`src/sv/sca_pkg.sv`:
```
// ----------------------------------------------------------------------------
// sca_pkg: shared types, codes and keymaps
// Request and response structs, set-1 scancode constants and the plain and
// shifted keymaps for the scancode decoder.
// ----------------------------------------------------------------------------
package sca_pkg;

	// default character FIFO depth
	localparam int unsigned FIFO_DEPTH_DEF = 512;

	// request opcodes
	localparam logic OP_SCAN = 1'b0;
	localparam logic OP_POP  = 1'b1;

	// modifier flag bits
	localparam int unsigned FLAG_CTRL  = 0;
	localparam int unsigned FLAG_SHIFT = 1;
	localparam int unsigned FLAG_ALT   = 2;

	// modifier patterns that select a keymap
	localparam logic [2:0] MODS_NONE       = 3'b000;
	localparam logic [2:0] MODS_SHIFT_ONLY = 3'b010;
	localparam logic [2:0] MODS_CTRL_ONLY  = 3'b001;

	// set-1 scancodes
	localparam logic [7:0] SC_EXT_PREFIX = 8'hE0;
	localparam logic [7:0] SC_LSHIFT_MK  = 8'h2A;
	localparam logic [7:0] SC_RSHIFT_MK  = 8'h36;
	localparam logic [7:0] SC_LSHIFT_BRK = 8'hAA;
	localparam logic [7:0] SC_RSHIFT_BRK = 8'hB6;
	localparam logic [7:0] SC_CTRL_MK    = 8'h1D;
	localparam logic [7:0] SC_CTRL_BRK   = 8'h9D;
	localparam logic [7:0] SC_ALT_MK     = 8'h38;
	localparam logic [7:0] SC_ALT_BRK    = 8'hB8;
	localparam logic [7:0] SC_KEY_D      = 8'h20;

	// ctrl+D gives end of transmission
	localparam logic [6:0] CH_EOT = 7'd4;

	typedef struct packed {
		logic       opcode;
		logic [7:0] scan_byte;
	} sca_req_t;

	typedef struct packed {
		logic [6:0] read_char;
		logic       read_valid;
		logic       char_dropped;
		logic [2:0] modifiers;
	} sca_rsp_t;

	// controller to datapath commands
	typedef struct packed {
		logic load;   // capture the incoming request
		logic exec;   // carry out the captured request
	} sca_cmd_t;

	// unshifted keymap
	function automatic logic [6:0] plain_map(input logic [6:0] code);
		logic [6:0] ch;
		case (code)
			7'd1:  ch = 7'h1B;
			7'd2:  ch = 7'h31;
			7'd3:  ch = 7'h32;
			7'd4:  ch = 7'h33;
			7'd5:  ch = 7'h34;
			7'd6:  ch = 7'h35;
			7'd7:  ch = 7'h36;
			7'd8:  ch = 7'h37;
			7'd9:  ch = 7'h38;
			7'd10: ch = 7'h39;
			7'd11: ch = 7'h30;
			7'd12: ch = 7'h2B;
			7'd14: ch = 7'h08;
			7'd15: ch = 7'h09;
			7'd16: ch = 7'h71;
			7'd17: ch = 7'h77;
			7'd18: ch = 7'h65;
			7'd19: ch = 7'h72;
			7'd20: ch = 7'h74;
			7'd21: ch = 7'h79;
			7'd22: ch = 7'h75;
			7'd23: ch = 7'h69;
			7'd24: ch = 7'h6F;
			7'd25: ch = 7'h70;
			7'd26: ch = 7'h5B;
			7'd27: ch = 7'h5D;
			7'd28: ch = 7'h0A;
			7'd30: ch = 7'h61;
			7'd31: ch = 7'h73;
			7'd32: ch = 7'h64;
			7'd33: ch = 7'h66;
			7'd34: ch = 7'h67;
			7'd35: ch = 7'h68;
			7'd36: ch = 7'h6A;
			7'd37: ch = 7'h6B;
			7'd38: ch = 7'h6C;
			7'd39: ch = 7'h3B;
			7'd40: ch = 7'h27;
			7'd41: ch = 7'h3C;
			7'd43: ch = 7'h5C;
			7'd44: ch = 7'h7A;
			7'd45: ch = 7'h78;
			7'd46: ch = 7'h63;
			7'd47: ch = 7'h76;
			7'd48: ch = 7'h62;
			7'd49: ch = 7'h6E;
			7'd50: ch = 7'h6D;
			7'd51: ch = 7'h2C;
			7'd52: ch = 7'h2E;
			7'd53: ch = 7'h2D;
			7'd55: ch = 7'h2A;
			7'd57: ch = 7'h20;
			7'd74: ch = 7'h2D;
			7'd78: ch = 7'h2B;
			7'd86: ch = 7'h3C;
			default: ch = 7'h00;
		endcase
		return ch;
	endfunction

	// shifted keymap
	function automatic logic [6:0] shift_map(input logic [6:0] code);
		logic [6:0] ch;
		case (code)
			7'd1:  ch = 7'h1B;
			7'd2:  ch = 7'h21;
			7'd3:  ch = 7'h22;
			7'd4:  ch = 7'h23;
			7'd6:  ch = 7'h25;
			7'd7:  ch = 7'h26;
			7'd8:  ch = 7'h2F;
			7'd9:  ch = 7'h28;
			7'd10: ch = 7'h29;
			7'd11: ch = 7'h3D;
			7'd12: ch = 7'h3F;
			7'd13: ch = 7'h60;
			7'd14: ch = 7'h08;
			7'd15: ch = 7'h09;
			7'd16: ch = 7'h51;
			7'd17: ch = 7'h57;
			7'd18: ch = 7'h45;
			7'd19: ch = 7'h52;
			7'd20: ch = 7'h54;
			7'd21: ch = 7'h59;
			7'd22: ch = 7'h55;
			7'd23: ch = 7'h49;
			7'd24: ch = 7'h4F;
			7'd25: ch = 7'h50;
			7'd26: ch = 7'h41;
			7'd27: ch = 7'h41;
			7'd28: ch = 7'h0A;
			7'd30: ch = 7'h41;
			7'd31: ch = 7'h53;
			7'd32: ch = 7'h44;
			7'd33: ch = 7'h46;
			7'd34: ch = 7'h47;
			7'd35: ch = 7'h48;
			7'd36: ch = 7'h4A;
			7'd37: ch = 7'h4B;
			7'd38: ch = 7'h4C;
			7'd39: ch = 7'h4F;
			7'd40: ch = 7'h27;
			7'd41: ch = 7'h3E;
			7'd43: ch = 7'h2A;
			7'd44: ch = 7'h5A;
			7'd45: ch = 7'h58;
			7'd46: ch = 7'h43;
			7'd47: ch = 7'h56;
			7'd48: ch = 7'h42;
			7'd49: ch = 7'h4E;
			7'd50: ch = 7'h4D;
			7'd51: ch = 7'h3B;
			7'd52: ch = 7'h3A;
			7'd53: ch = 7'h5F;
			7'd55: ch = 7'h2A;
			7'd57: ch = 7'h20;
			7'd74: ch = 7'h2D;
			7'd78: ch = 7'h2B;
			7'd86: ch = 7'h3E;
			default: ch = 7'h00;
		endcase
		return ch;
	endfunction

endpackage

```
`src/sv/sca_ctrl.sv`:
```
// ----------------------------------------------------------------------------
// sca_ctrl: request sequencer
// Takes one request, has the datapath carry it out, then holds the response
// until the far side takes it.
// ----------------------------------------------------------------------------
module sca_ctrl (
	input  logic              clk,
	input  logic              arst_n,
	input  logic              req_valid,
	output logic              req_stall,
	output logic              rsp_valid,
	input  logic              rsp_stall,
	output sca_pkg::sca_cmd_t cmd
);
	import sca_pkg::*;

	typedef enum logic [2:0] {
		S_IDLE = 3'b001,
		S_EXEC = 3'b010,
		S_RESP = 3'b100
	} state_t;

	state_t state_q;
	state_t state_d;

	// next state and commands
	always_comb begin
		state_d   = state_q;
		req_stall = 1'b1;
		rsp_valid = 1'b0;
		cmd       = '0;
		unique case (state_q)
			S_IDLE: begin
				req_stall = 1'b0;
				cmd.load  = req_valid;
				if (req_valid) begin
					state_d = S_EXEC;
				end
			end
			S_EXEC: begin
				cmd.exec = 1'b1;
				state_d  = S_RESP;
			end
			S_RESP: begin
				rsp_valid = 1'b1;
				if (!rsp_stall) begin
					state_d = S_IDLE;
				end
			end
			default: begin
				state_d = S_IDLE;
			end
		endcase
	end

	always_ff @(posedge clk or negedge arst_n) begin
		if (!arst_n) begin
			state_q <= S_IDLE;
		end else begin
			state_q <= state_d;
		end
	end

endmodule

```
`config.mk`:
```
export PLATFORM = sky130hd
export DESIGN_NAME = sca_ctrl
export DESIGN_NICKNAME = d
export VERILOG_FILES = /design/src/sv/sca_pkg.sv /design/src/sv/sca_ctrl.sv
export SDC_FILE = /design/constraint.sdc
export NUM_CORES = 1
export LEC_CHECK = 0
export BUFFER_PORTS_ARGS = -buffer_cell sky130_fd_sc_hd__buf_2
export CAP_MARGIN = 20
export CORE_AREA = 8 8 45 47
export CTS_BUF_LIST = sky130_fd_sc_hd__clkbuf_8 sky130_fd_sc_hd__clkbuf_16
export DETAILED_ROUTE_END_ITERATION = 6
export DIE_AREA = 0 0 53 55
export GPL_TIMING_DRIVEN = 0
export SLEW_MARGIN = 20
export SYNTH_ARGS = -nofsm -noshare
export SYNTH_HDL_FRONTEND = slang
export SYNTH_SLANG_ARGS = --single-unit
```
`constraint.sdc`:
```
create_clock -name clk -period 1.22 [get_ports clk]
set_input_delay 0.305 -clock clk [delete_from_list [all_inputs] [get_ports clk]]
set_output_delay 0.305 -clock clk [all_outputs]
set_load 0.05 [all_outputs]
```
# Yosys cells after proc, flatten, opt, wreduce, memory -nomap -nowiden
# Cells that the tools add are included.
[word_totals]
reg_bits = 3
latchBits = 0
ram_bits = 0
mem_bits_ro = 0
in_bits = 4
elab_cells = 14
memories = 0
[op_classes]
add_sub_neg = 0
n_mul = 0
div_mod_pow = 0
magnitude_cmp = 0
n_eq_ne = 5
n_shift = 0
muxes = 7
bitwise = 0
n_reduce_logical = 1
[ops]
columns = ["operator", "count"]
rows = [
  ["3-bit one-hot mux with 3 select lines", 1],
  ["3-bit two-way mux", 2],
  ["1-bit two-way mux", 4],
  ["2-bit inequality test, second input constant", 2],
  ["3-bit by 1-bit equality test with 1-bit output, second input constant", 1],
  ["3-bit by 2-bit equality test with 1-bit output, second input constant", 1],
  ["3-bit equality test, second input constant", 1],
  ["2-bit AND reduction", 1],
]

# Depth between registers and ports, before layout
# Gate-level depths: netlist of the first run.
[logic_depth]
ltp_word = 3
depth_mapped = 2
depth_no_buf = 2

# Worst setup path before layout of the first run
# No wires, ideal clock.
[synth_path]
kind = "register -> output"
startpoint = "register state_q[2]"
endpoint = "output port rsp_valid"
t_arrival_ps = 1569
required_ps = 915
path_slack_ps = -654
path_stages_with_launch = 2
cell_sequence = "dfrtp_1 -> nor3b_1"
[synth_between]
elab_chain_len = 2
[synth_lines]
columns = ["element", "line", "text"]
rows = [
  ["start, declared", "sca_ctrl.sv:23", "state_t state_q;"],
  ["start signal, assigned", "sca_ctrl.sv:60", "state_q <= state_d;"],
  ["3-bit equality test", "sca_ctrl.sv:32", "unique case (state_q)"],
  ["1-bit two-way mux", "sca_ctrl.sv:32", ""],
  ["end, declared", "sca_ctrl.sv:11", "output logic rsp_valid,"],
]
# No other way between the ends.

==> impl_metrics.prom, run 1 <==
# TYPE chip_impl_metric gauge
chip_impl_info{name="result_of_the_run",value="finished with violations"} 1
chip_impl_info{name="failed_checks",value="negative setup slack"} 1
chip_impl_metric{name="placed_cells",unit=""} 36
chip_impl_metric{name="fillCellCount",unit=""} 147
chip_impl_metric{name="port_buffers",unit=""} 7
chip_impl_metric{name="final.setup_skew",unit="ns"} 0.001171
chip_impl_metric{name="synth.cell_area",unit="um2"} 162.7
chip_impl_metric{name="synth.lib_cells_used.distinct",unit=""} 11
chip_impl_metric{name="grt_pass1_wl",unit="um"} 745
chip_impl_metric{name="final.min_clock_period",unit="ns"} 1.482
chip_impl_metric{name="cp_max_stage_delay",unit="ns"} 0.56
chip_impl_metric{name="grt.overflow.total",unit=""} 0
chip_impl_metric{name="synth_area_per_cell",unit="um2"} 12.51
chip_impl_metric{name="synth-edff-count",unit=""} 0
chip_impl_metric{name="layout_setup_ws",unit="ns"} -0.2620
chip_impl_metric{name="fin_area",unit="um2"} 359.1
chip_impl_metric{name="cts_buffer_depth",unit=""} 2
chip_impl_metric{name="postRouteAntennaNets",unit=""} 0
chip_impl_metric{name="hold_violations",unit=""} 0
chip_impl_metric{name="overall_track_demand_over_capacity_in_global_routing",unit="%"} 4.105
chip_impl_metric{name="nets_final",unit=""} 34
chip_impl_metric{name="post_synthesis_net_count",unit=""} 17
chip_impl_info{name="path_cells",value="and4bb_4 > buf_8"} 1
chip_impl_metric{name="core",unit="mm2"} 0.001384
chip_impl_info{name="crit_path_end_kind",value="output port"} 1
chip_impl_metric{name="setup_viol",unit=""} 5
chip_impl_info{name="largest-register",value="state_q"} 1
chip_impl_metric{name="gp_congestion",unit=""} 0.6492
chip_impl_metric{name="insertedDiodeCount",unit=""} 0
chip_impl_metric{name="wire_length_reported_by_the_detailed_router",unit="um"} 465
chip_impl_metric{name="clk_transition_reported_paths",unit="ns"} 0.03
chip_impl_info{name="setup.worst_path.class",value="register to output port"} 1
chip_impl_metric{name="largest_register_ffs",unit=""} 3
chip_impl_metric{name="report.power.total",unit="mW"} 1.005
chip_impl_info{name="hp-class",value="input port to register"} 1
chip_impl_metric{name="dp_slack",unit="ns"} -0.2214
chip_impl_metric{name="vdd_drop_max",unit="uV"} 662.7
chip_impl_metric{name="die_y",unit="um"} 55
chip_impl_metric{name="power_per_cell_area",unit="mW/mm2"} 2799
chip_impl_metric{name="via_count",unit=""} 169
chip_impl_metric{name="worstPathMaxFanout",unit=""} 4
chip_impl_info{name="synth_flop_cell",value="dfrtp_1"} 1
chip_impl_info{name="synth_top_area_cell",value="dfrtp_1"} 1
chip_impl_metric{name="route.detailed.drc",unit=""} 0
chip_impl_metric{name="post_dp_cell_area",unit="um2"} 232.7
chip_impl_metric{name="routedWlPerCell",unit="um"} 10.33
chip_impl_metric{name="ffs_latches_synth",unit=""} 3
chip_impl_metric{name="slew-limit-headroom",unit="%"} 85.96
chip_impl_metric{name="cts_buffers",unit=""} 3
chip_impl_metric{name="worst_ep_required_time",unit="ns"} 0.91
chip_impl_metric{name="syn_to_final_growth",unit="%"} 120.8
chip_impl_metric{name="numClockSinks",unit=""} 3
chip_impl_metric{name="postLayoutCoreUtil",unit="%"} 25.95
chip_impl_info{name="slowest_stage",value="dfstp_2"} 1
chip_impl_metric{name="tightest_slew",unit="ns"} 0.2077
chip_impl_info{name="largest_registers_in_the_final_layout",value="state_q: 3 flops"} 1
chip_impl_metric{name="maximum_number_of_pins_on_one_net_before_global_route_repair",unit=""} 7
chip_impl_metric{name="synthArstFlopShare",unit="%"} 100.0
chip_impl_metric{name="finalSetupTns",unit="ns"} -0.9068
chip_impl_info{name="critical_path.startpoint_type",value="register"} 1
chip_impl_metric{name="timing.fmax",unit="MHz"} 674.8
chip_impl_metric{name="cap_viol_max_count",unit=""} 0
chip_impl_info{name="netlist_top_cells_area",value="dfrtp_1 31%, dfstp_2 16%, and4bb_1 15%, nor3b_2 7.7%, nor3_2 6.2%"} 1
chip_impl_metric{name="drt-initial-drc-count",unit=""} 0
chip_impl_metric{name="syn_inst",unit=""} 13
chip_impl_metric{name="initial_utilization",unit="%"} 11.75
chip_impl_metric{name="synth_top_area_share",unit="%"} 30.77
chip_impl_metric{name="antenna_violations_before_repair",unit=""} 0
chip_impl_metric{name="area.sequential",unit="um2"} 78.83
chip_impl_metric{name="multi_input_comb_area",unit="um2"} 100.1
chip_impl_metric{name="final_min_period_over_clock_period",unit="%"} 121.5
chip_impl_metric{name="total_die_area",unit="mm2"} 0.002915
chip_impl_info{name="clk_root_buffer_cell",value="clkbuf_8"} 1
chip_impl_metric{name="dp.final_hpwl",unit="um"} 335.8
chip_impl_metric{name="die_w",unit="um"} 53
chip_impl_metric{name="hold_ws",unit="ns"} 0.3628
chip_impl_info{name="cts_tree",value="built"} 1
chip_impl_metric{name="timing.final.max_slew_violations",unit=""} 0
chip_impl_metric{name="synth_sequential_area_ratio",unit="%"} 46.92
chip_impl_metric{name="cellLeakagePower",unit="nW"} 0.1657
chip_impl_metric{name="clock_network_latency_to_the_later_pin_of_the_worst_skew_pair",unit="ns"} 0.21
chip_impl_metric{name="cell_rows",unit=""} 14
chip_impl_metric{name="detailedRoute.firstPassIterationCount",unit=""} 1
chip_impl_metric{name="number_of_global_route_vias_before_repair",unit=""} 186
chip_impl_metric{name="critical_path_arrival",unit="ns"} 1.18
chip_impl_info{name="synthTopCellsByCount",value="2 x and4bb_1, 2 x dfrtp_1"} 1
chip_impl_metric{name="drive_gt1_share",unit="%"} 75.86
chip_impl_metric{name="via_per_inst",unit=""} 3.756
chip_impl_metric{name="layout.cells.non_filler",unit=""} 45
chip_impl_metric{name="io_pins",unit=""} 8
chip_impl_metric{name="h-tree-depth",unit=""} 1
chip_impl_info{name="rsz_0062_raised_after_global_routing",value="yes"} 1
chip_impl_metric{name="synthesis.yosys.warnings",unit=""} 0
-- worst paths after layout --
check                                       startpoint  slack (ns)                      to  cells past startpoint
worst max-delay path            state_q[0]$_DFFE_PN1P_       -0.26                  cmd[1]                      2
worst min-delay path                         req_valid        0.36  state_q[1]$_DFFE_PN0P_                      2
worst max register to register  state_q[0]$_DFFE_PN1P_       -0.02  state_q[2]$_DFFE_PN0P_                      3
worst min register to register  state_q[1]$_DFFE_PN0P_        0.52  state_q[1]$_DFFE_PN0P_                      1
max in group asynchronous                       arst_n        0.61  state_q[0]$_DFFE_PN1P_                      2
min in group asynchronous                       arst_n        0.41  state_q[1]$_DFFE_PN0P_                      2
-- report_power, final --
group	total (mW)	switching, mW	internal, mW
registers	0.214	0.0625	0.151
logic	0.513	0.260	0.253
clock network	0.278	0.0644	0.214
total	1.01	0.387	0.618
-- layer usage --
metal / track usage, % / wire length (um) / vias to the layer above
met1: 3.664 / 197 / 79
met5: 0 / 0 / -
met2: 4.883 / 165 / 10
met3: 3.743 / 86 / 2
li1: - / - / 78
met4: 5.172 / 16 / 0
-- layout by cell type, fill, tap and decap left out --
master | Yosys | final
buf_4 | 1 | 5
and4bb_1 | 2 | 1
dlygate4sd3_1 | 0 | 1
buf_2 | 0 | 3
buf_8 | 0 | 2
nor3b_4 | 0 | 2
buf_6 | 0 | 2
nor3_2 | 1 | 1
nand2_1 | 1 | 1
nor2_1 | 1 | 1
or2_1 | 1 | 1
inv_1 | 0 | 1
clkbuf_8 | 0 | 3
dfstp_2 | 1 | 1
dfrtp_2 | 0 | 2
nor4bb_1 | 1 | 1
and4bb_4 | 0 | 1
-- timing repair --
action                                  CTS  global route
pin swaps                                 3             1
buffers inserted                          3             1
hold buffers                              1             0
endpoints found under the setup margin    4             5
hold endpoints to repair                  2             0
resized for setup                        13             0
-- cell type report --
cell class	count	area share, %
Sequential cell	3	21.95
Multi-Input combinational cell	9	27.87
Buffer	1	2.091
Clock buffer	3	11.50
Clock inverter	1	1.045
Tap cell	16	5.575
Timing Repair Buffer	12	29.97
-- cells by family after synthesis --
| logic type | after synthesis | share of synthesized area (%) |
|---|---|---|
| AND/OR/NAND/NOR | 9 | 48.46 |
| flip-flops | 3 | 46.93 |
| buffers and inverters | 1 | 4.617 |
-- worst max-delay path, delay by kind of cell, from the launching register on --
| kind | cells | cell delay (ns) |
|---|---|---|
| flops | 1 | 0.56 |
| simple gates | 1 | 0.26 |
| buf+inv | 1 | 0.15 |
Power figures use the tool's default switching activity.
==> run 2: changes to the inputs <==
--- a/config.mk
+++ b/config.mk
@@ -16,3 +16,4 @@
 export SYNTH_ARGS = -nofsm -noshare
 export SYNTH_HDL_FRONTEND = slang
 export SYNTH_SLANG_ARGS = --single-unit
+export TNS_END_PERCENT = 5
==> run 2 against run 1 <==
Net effect:
- the run still ends with negative setup slack left
- utilization shrank 0.81 points
- largest cell class unchanged
- clock skew is essentially flat
- wire length grew 4.3%
- sequential power grew 3%
- critical path type unchanged
==> impl_metrics.prom, run 2 (same netlist as run 1, synthesis figures left out) <==
# TYPE chip_impl_metric gauge
chip_impl_info{name="result_of_the_run",value="finished with violations"} 1
chip_impl_info{name="failed_checks",value="negative setup slack"} 1
chip_impl_metric{name="die_w",unit="um"} 53
chip_impl_metric{name="final.min_clock_period",unit="ns"} 1.529
chip_impl_metric{name="postRouteAntennaNets",unit=""} 0
chip_impl_metric{name="insertedDiodeCount",unit=""} 0
chip_impl_info{name="rsz_0062_raised_after_global_routing",value="yes"} 1
chip_impl_info{name="layout_commonest_cell",value="buf_4"} 1
chip_impl_metric{name="drt-initial-drc-count",unit=""} 0
chip_impl_metric{name="cts_buffers",unit=""} 3
chip_impl_metric{name="drive_gt1_share",unit="%"} 75.00
chip_impl_metric{name="worst_ep_required_time",unit="ns"} 0.91
chip_impl_metric{name="power_per_cell_area",unit="mW/mm2"} 2832
chip_impl_metric{name="timing.final.max_slew_violations",unit=""} 0
chip_impl_info{name="critical_path.startpoint_type",value="register"} 1
chip_impl_metric{name="grt_pass1_wl",unit="um"} 807
chip_impl_metric{name="grt.overflow.total",unit=""} 0
chip_impl_metric{name="layout_setup_ws",unit="ns"} -0.3090
chip_impl_metric{name="setup_viol",unit=""} 4
chip_impl_metric{name="postLayoutCoreUtil",unit="%"} 25.14
chip_impl_metric{name="numClockSinks",unit=""} 3
chip_impl_metric{name="total_die_area",unit="mm2"} 0.002915
chip_impl_metric{name="port_buffers",unit=""} 7
chip_impl_info{name="setup.worst_path.class",value="register to output port"} 1
chip_impl_metric{name="critical_path_arrival",unit="ns"} 1.22
chip_impl_metric{name="number_of_global_route_vias_before_repair",unit=""} 165
chip_impl_metric{name="routedWlPerCell",unit="um"} 11.02
chip_impl_info{name="most-common-layout-cells",value="4 x buf_4, 3 x clkbuf_8, 3 x buf_2"} 1
chip_impl_metric{name="worstPathMaxFanout",unit=""} 5
chip_impl_info{name="largest-register",value="state_q"} 1
chip_impl_metric{name="final.setup_skew",unit="ns"} 0.001010
chip_impl_metric{name="via_per_inst",unit=""} 3.682
chip_impl_info{name="crit_path_end_kind",value="output port"} 1
chip_impl_metric{name="clock_network_latency_to_the_later_pin_of_the_worst_skew_pair",unit="ns"} 0.21
chip_impl_metric{name="syn_to_final_growth",unit="%"} 113.8
chip_impl_info{name="cts_tree",value="built"} 1
chip_impl_metric{name="slew-limit-headroom",unit="%"} 85.30
chip_impl_metric{name="overall_track_demand_over_capacity_in_global_routing",unit="%"} 4.488
chip_impl_metric{name="vdd_drop_max",unit="uV"} 598.1
chip_impl_metric{name="layout.cells.non_filler",unit=""} 44
chip_impl_metric{name="via_count",unit=""} 162
chip_impl_metric{name="maximum_number_of_pins_on_one_net_before_global_route_repair",unit=""} 7
chip_impl_metric{name="cts_buffer_depth",unit=""} 2
chip_impl_metric{name="die_y",unit="um"} 55
chip_impl_metric{name="reg2reg_setup_slack",unit="ns"} 0.11
chip_impl_metric{name="largest_register_ffs",unit=""} 3
chip_impl_metric{name="h-tree-depth",unit=""} 1
chip_impl_metric{name="wire_length_reported_by_the_detailed_router",unit="um"} 485
chip_impl_info{name="hp-class",value="input port to register"} 1
chip_impl_metric{name="placed_cells",unit=""} 36
chip_impl_metric{name="final_min_period_over_clock_period",unit="%"} 125.3
chip_impl_metric{name="core",unit="mm2"} 0.001384
chip_impl_metric{name="clk_transition_reported_paths",unit="ns"} 0.03
chip_impl_metric{name="timing.fmax",unit="MHz"} 654.0
chip_impl_metric{name="hold_ws",unit="ns"} 0.3666
chip_impl_metric{name="io_pins",unit=""} 8
chip_impl_metric{name="cap_viol_max_count",unit=""} 0
chip_impl_metric{name="tightest_slew",unit="ns"} 0.2175
chip_impl_metric{name="cellLeakagePower",unit="nW"} 0.1594
chip_impl_metric{name="dp.final_hpwl",unit="um"} 329.3
chip_impl_info{name="largest_registers_in_the_final_layout",value="state_q: 3 flops"} 1
chip_impl_metric{name="route.detailed.drc",unit=""} 0
chip_impl_metric{name="detailedRoute.firstPassIterationCount",unit=""} 1
chip_impl_metric{name="hold_violations",unit=""} 0
chip_impl_metric{name="gp_congestion",unit=""} 0.6106
chip_impl_info{name="clk_root_buffer_cell",value="clkbuf_8"} 1
chip_impl_metric{name="antenna_violations_before_repair",unit=""} 0
chip_impl_metric{name="cell_rows",unit=""} 14
chip_impl_metric{name="nets_final",unit=""} 33
chip_impl_metric{name="initial_utilization",unit="%"} 11.75
run 2: changes by cell type in the layout (fill, tap and decap cells not counted):
cell	change
and4bb_2	+1
and4bb_4	-1
buf_4	-1
run 2: timing repair:
action | 4_1_cts | 5_1_grt
setup endpoints to repair | 4 | 4
hold endpoints to repair | 2 | 0
hold buffers | 1 | 0
setup buffers | 2 | 1
resized for setup | 13 | 0
pin swaps | 2 | 2
run 2: cell type report:
cell class | instances | area, um2
Fill cell | 145 | 1036
Timing Repair Buffer | 11 | 100.1
Multi-Input combinational cell | 9 | 96.34
Sequential cell | 3 | 78.83
Clock buffer | 3 | 41.29
Tap cell | 16 | 20.02
Buffer | 1 | 7.507
Clock inverter | 1 | 3.754
run 2: path summary, 6_finish.rpt:
kind	startpoint	end	cells after the start
worst max-delay path	state_q[0]$_DFFE_PN1P_	cmd[1]	2
worst min-delay path	req_valid	state_q[1]$_DFFE_PN0P_	2
worst max register to register	state_q[0]$_DFFE_PN1P_	state_q[2]$_DFFE_PN0P_	2
worst min register to register	state_q[1]$_DFFE_PN0P_	state_q[1]$_DFFE_PN0P_	1
max in group asynchronous	arst_n	state_q[0]$_DFFE_PN1P_	2
min in group asynchronous	arst_n	state_q[1]$_DFFE_PN0P_	2
run 2: where the power goes:
group | leakage (nW) | internal [mW] | switching [mW]
clock | 0.0269 | 0.214 | 0.0627
combinational | 0.0983 | 0.233 | 0.255
sequential | 0.0342 | 0.152 | 0.0681
run 2: through the flow:
| step | area [um2] | total power, mW | worst slack (ns) | setup TNS [ns] |
|---|---|---|---|---|
| after floorplan | 173.9 | 0.4751 | -0.09595 | -0.09595 |
| after global placement | 229.0 | 0.5454 | -0.2080 | -0.4114 |
| after detailed placement | 229.0 | 0.5533 | -0.2345 | -0.4301 |
| after CTS | 340.3 | 0.9775 | -0.3101 | -0.9555 |
| after global routing | 347.8 | 1.038 | -0.3423 | -1.092 |
| final | 347.8 | 0.9850 | -0.3090 | -0.9559 |
run 2: worst max-delay path: stages (launching register included):
cell	delay (ns)
dfstp_2	0.57
and4bb_2	0.28
buf_8	0.15
run 2: layer usage:
layer	routed length (um)	track usage (%)	up-vias
li1	-	-	77
met1	202	4.275	75
met2	193	5.273	10
met3	89	4.813	0
met4	0	3.879	0
met5	0	0	-
